### config.mk
export PLATFORM = sky130hd
export DESIGN_NAME = mjpf_ram
export DESIGN_NICKNAME = d
export VERILOG_FILES = /design/src/rtl/mjpf_ram.sv
export SDC_FILE = /design/constraint.sdc
export NUM_CORES = 2
export LEC_CHECK = 0
export ABC_AREA = 1
export BUFFER_PORTS_ARGS = -buffer_cell sky130_fd_sc_hd__buf_4
export CAP_MARGIN = 0
export CORE_MARGIN = 1.5
export CORE_UTILIZATION = 55
export CTS_BUF_LIST = sky130_fd_sc_hd__clkbuf_4
export DETAILED_ROUTE_END_ITERATION = 8
export PLACE_DENSITY = 0.72
export SYNTH_ARGS = -nofsm -noshare
export SYNTH_HDL_FRONTEND = slang
export SYNTH_SLANG_ARGS = --single-unit
### constraint.sdc
create_clock -name clk -period 5.7 [get_ports clk]
set_input_delay 1.71 -clock clk [delete_from_list [all_inputs] [get_ports clk]]
set_output_delay 1.71 -clock clk [all_outputs]
set_load 0.02 [all_outputs]
### src/rtl/mjpf_ram.sv
// ----------------------------------------------------------------------------
// mjpf_ram
// Generic single write port, single read port RAM with registered read data.
// ----------------------------------------------------------------------------
module mjpf_ram #(
  parameter int WIDTH = 32,
  parameter int DEPTH = 64
) (
  input  logic                                    clk,
  input  logic                                    we,
  input  logic [((DEPTH > 1) ? $clog2(DEPTH) : 1)-1:0] waddr,
  input  logic [WIDTH-1:0]                        wdata,
  input  logic [((DEPTH > 1) ? $clog2(DEPTH) : 1)-1:0] raddr,
  output logic [WIDTH-1:0]                        rdata
);

  logic [WIDTH-1:0] mem [DEPTH];

  always_ff @(posedge clk) begin
    if (we) begin
      mem[waddr] <= wdata;
    end
    rdata <= mem[raddr];
  end

endmodule
### After elaboration in Yosys (flattened, before gate mapping)

Memory sizes are Yosys's and may differ from the RTL's. A register that Yosys moved wholly into a read port is not among the register bits.
Index checks and enable logic that the tools add are counted.

* bits in writable memories: 2048
* input port bits: 46
* register bits after elaboration: 0
* memories kept: 1

* mux-type cells: 2

Memories
* mem: depth 64, bits a word 32, rd ports 1, clocked after Yosys merged registers in 1, wr ports 1, RTL line 17 `logic [WIDTH-1:0] mem [DEPTH];`

Operator list (count)
* $mux 1: 2

### Depth between registers and ports, before layout

* depth in word-level cells: 2
* gate-level depth with buffers: 13

### Worst setup path before layout

OpenSTA, ideal clock, no wires.

* kind: input to register
* start: in we
* end: mem mem[48][0] (enable)
* arrival: 5.338 ns
* cell stages on the path: 3
* library setup time: 0.502 ns
* path slack: -0.140 ns
* cells stage by stage: clkbuf_1 > nand4_1 > nor4_1

* word-level cells in the longest chain between the ends: 2

RTL lines
* from (decl): RTL line 10 `input logic we,`
* $mux 1: RTL line 20 `if (we) begin`
* $mux 1 (implied by the code): RTL line 21 `mem[waddr] <= wdata;`
* to (decl): RTL line 17

Every way passes these cells.

### Worst setup path in the final report

* start: reg rdata[13] (read register of mem)
* end: out rdata[13]

RTL lines
* from (decl): RTL line 14 `output logic [WIDTH-1:0] rdata`

No word-level cell between the ends.

==> flow_summary_export.csv <==
group,metric,value,unit
setup_path,cpPeakStageDelay,0.69,ns
routing,wl,235000,µm
placement,placed_cell_area,85800,µm²
yosys,synthMuxAreaShare,0,%
outcome,violations,"design-rule violations",
grt,grt_max_degree,173,
yosys,synth-simple-area-share,22.1,%
cells_and_area,num-fill-cells,11400,
placement,hpwlAfterDp,125000,µm
pwr,p_leak,33.0,nW
cells_and_area,area.sequential,62100,µm²
yosys,synth_top_area_cell,"edfxtp_1",
yosys,synthMostInstantiatedCell,"nand2_1",
cts,h-tree-depth,6,
cts,numCtsBuffers,535,
routing,drtIter0Drc,7953,
floorplan,coreArea,150000,µm²
floorplan,rows,142,
floorplan,start_util,55.3,%
placement,gp_congestion,0.888,
setup_path,startpoint_type,"flop",
routing,viasPerCell,5.98,
floorplan,die_w,391,µm
setup_path,cp_data_arrival_time,2.27,ns
yosys,ys_seq_elements,2080,
cts,insertion_delay,1.34,ns
pwr,worst_ir_drop_vdd,234,µV
floorplan,io-pin-count,78,
cells_and_area,multi_input_area,18800,µm²
cts,clk_path_buf_depth,4,
floorplan,dieArea,153000,µm²
setup_path,critPathSlowestCell,"dfxtp_1",
grt,first_global_vias,54700,
setup_path,worstReg2RegStart,"mem[55][13]$_DFFE_PP_",
setup_path,endpoint_kind,"output port",
job,drv_cap,0,
yosys,syn_area_per_cell,12.2,µm²
cts,cts_tree,"built",
sta,hold_viol,0,
yosys,synth_nets,6815,
grt,grt_first_pass_wirelength,344000,µm
sta,rsz0062_at_grt,"no",
yosys,ys_seq_area_share,75.1,%
cells_and_area,num-nets-final,7141,
yosys,synth.distinct_cells,16,
cts,clock-sinks,2080,
cells_and_area,area_growth,11.2,%
yosys,synth_ff_type,"edfxtp_1",
yosys,yosys_warnings,0,
sta,final-max-slew-violation-count,0,
hold_path,hold_start,"mem[8][4]$_DFFE_PP_",
yosys,syn-cell-area,82700,µm²
yosys,synth_top_area_share,74.3,%
cells_and_area,final_area,92000,µm²
routing,vias,56400,
placement,io_buffers,77,
sta,max_slew_margin,16.9,%
cts,postCtsHoldBufs,0,
routing,wl_per_cell,24.9,µm
yosys,synth_area_leaders,"edfxtp_1, nand3_1, nand2_1",
cts,post_cts_resized,0,
sta,min_period,3.98,ns
cells_and_area,finish.utilization,61.5,%
yosys,synth-adder-area-share,0,%
placement,preCtsSetupSlack,0.969,ns
sta,whs,0.795,ns
setup_path,crit_required,3.99,ns
yosys,synth_edf_count,2048,
setup_path,critPathTopFamily,"flip-flops",
cts,root_buffer,"clkbuf_4",
yosys,synth_top_family_by_area,"simple AND/OR/NAND/NOR gates",
sta,worst_slack,1.72,ns
yosys,yosys-top-cells-count,"nand2_1, edfxtp_1, nand3_1",
hold_path,hp-class,"reg -> reg",
cts,clk_pin_slew,0.06,ns
sta,worst_pin_slew,1.25,ns
grt,grt_remaining_overflow,0,
yosys,synthCells,6769,
routing,dr.pass1.iters,9,
yosys,synthXorXnorAreaFrac,0,%
pwr,power_density,338,nW/µm²
yosys,synth-compound-area-share,0,%
yosys,ys_async_sr_fraction,0,%
routing,detail-route-antenna-nets,0,
sta,fmax,251,MHz
sta,finalCritPeriodShare,69.9,%
outcome,status,"finished with violations",
cells_and_area,drive_above_1_share,14.7,%
setup_path,path_cells,"buf_4",
cts,post_cts_buffers,0,
setup_path,path_class,"reg -> out",
floorplan,die_height,391,µm
sta,setup_violations,0,
grt,grtUsageTotal,30.7,%
setup_path,cp_num_buf_inv,1,
setup_path,critPathLaunch,"rdata[13]$_DFF_P_",
setup_path,cp_max_fo,1,
setup_path,reg2reg_slack,3.86,ns
grt,antenna_found_initial,11,
sta,skew,0.104,ns
routing,drc_errors,3,
## layout make-up
type	instances	area share, %
multi-input combinational	4228	20.4
sequential	2080	67.6
inverter	12	0.0884
timing repair buffer	238	2.43
clock buffer	749	6.11
clock inverter	89	0.622
antenna	8	0.0218
tap	2016	2.74
## metal layers
metal,vias to the layer above,track usage (%),share of wire [%]
li1,25100,-,-
met1,26900,40.8,36
met2,3826,47.1,46
met3,568,8.58,14
met4,12,14.6,4.4
met5,-,0,0.034
## flip-flops by register name, summed over array words and instances (netlist names)
signal	count
mem	2048
rdata	32
## per-stage QoR
stage	instances	setup TNS, ns	total power [mW]
CTS	9412	0	31.2
global route	9415	0	32.1
global placement	8574	0	19.3
detailed placement	8574	0	19.3
finish	9420	0	31.1
floorplan	6769	-35.84	18.4
## logic make-up after synthesis
logic type    Yosys count
flops                2080
simple gates         4228
buf+inv               461
## worst paths after layout
kind                       endpoint  depth (start not counted)
hold reg to reg    rdata[4]$_DFF_P_                          8
setup reg to reg  rdata[13]$_DFF_P_                          8
hold / removal     rdata[4]$_DFF_P_                          8
setup / recovery          rdata[13]                          1
## power by group
group / internal [mW] / switching [mW]
Clock: 6.35 / 5.69
Combinational: 0.472 / 1.55
Sequential: 16.9 / 0.0829
## cells in the final DEF (no fill, tap or decap), drive strengths merged
cell type	netlist	layout
edfxtp	2048	2048
clkbuf	77	749
bufinv	0	8
clkinvlp	0	2
nand2	2248	2248
buf	372	238
dfxtp	32	32
diode	0	8
nor4	8	8
nand3	1907	1907
inv	12	24
nand4	9	9
nor2	56	56
clkinv	0	67
No activity file was read; power rests on OpenSTA's default activity.
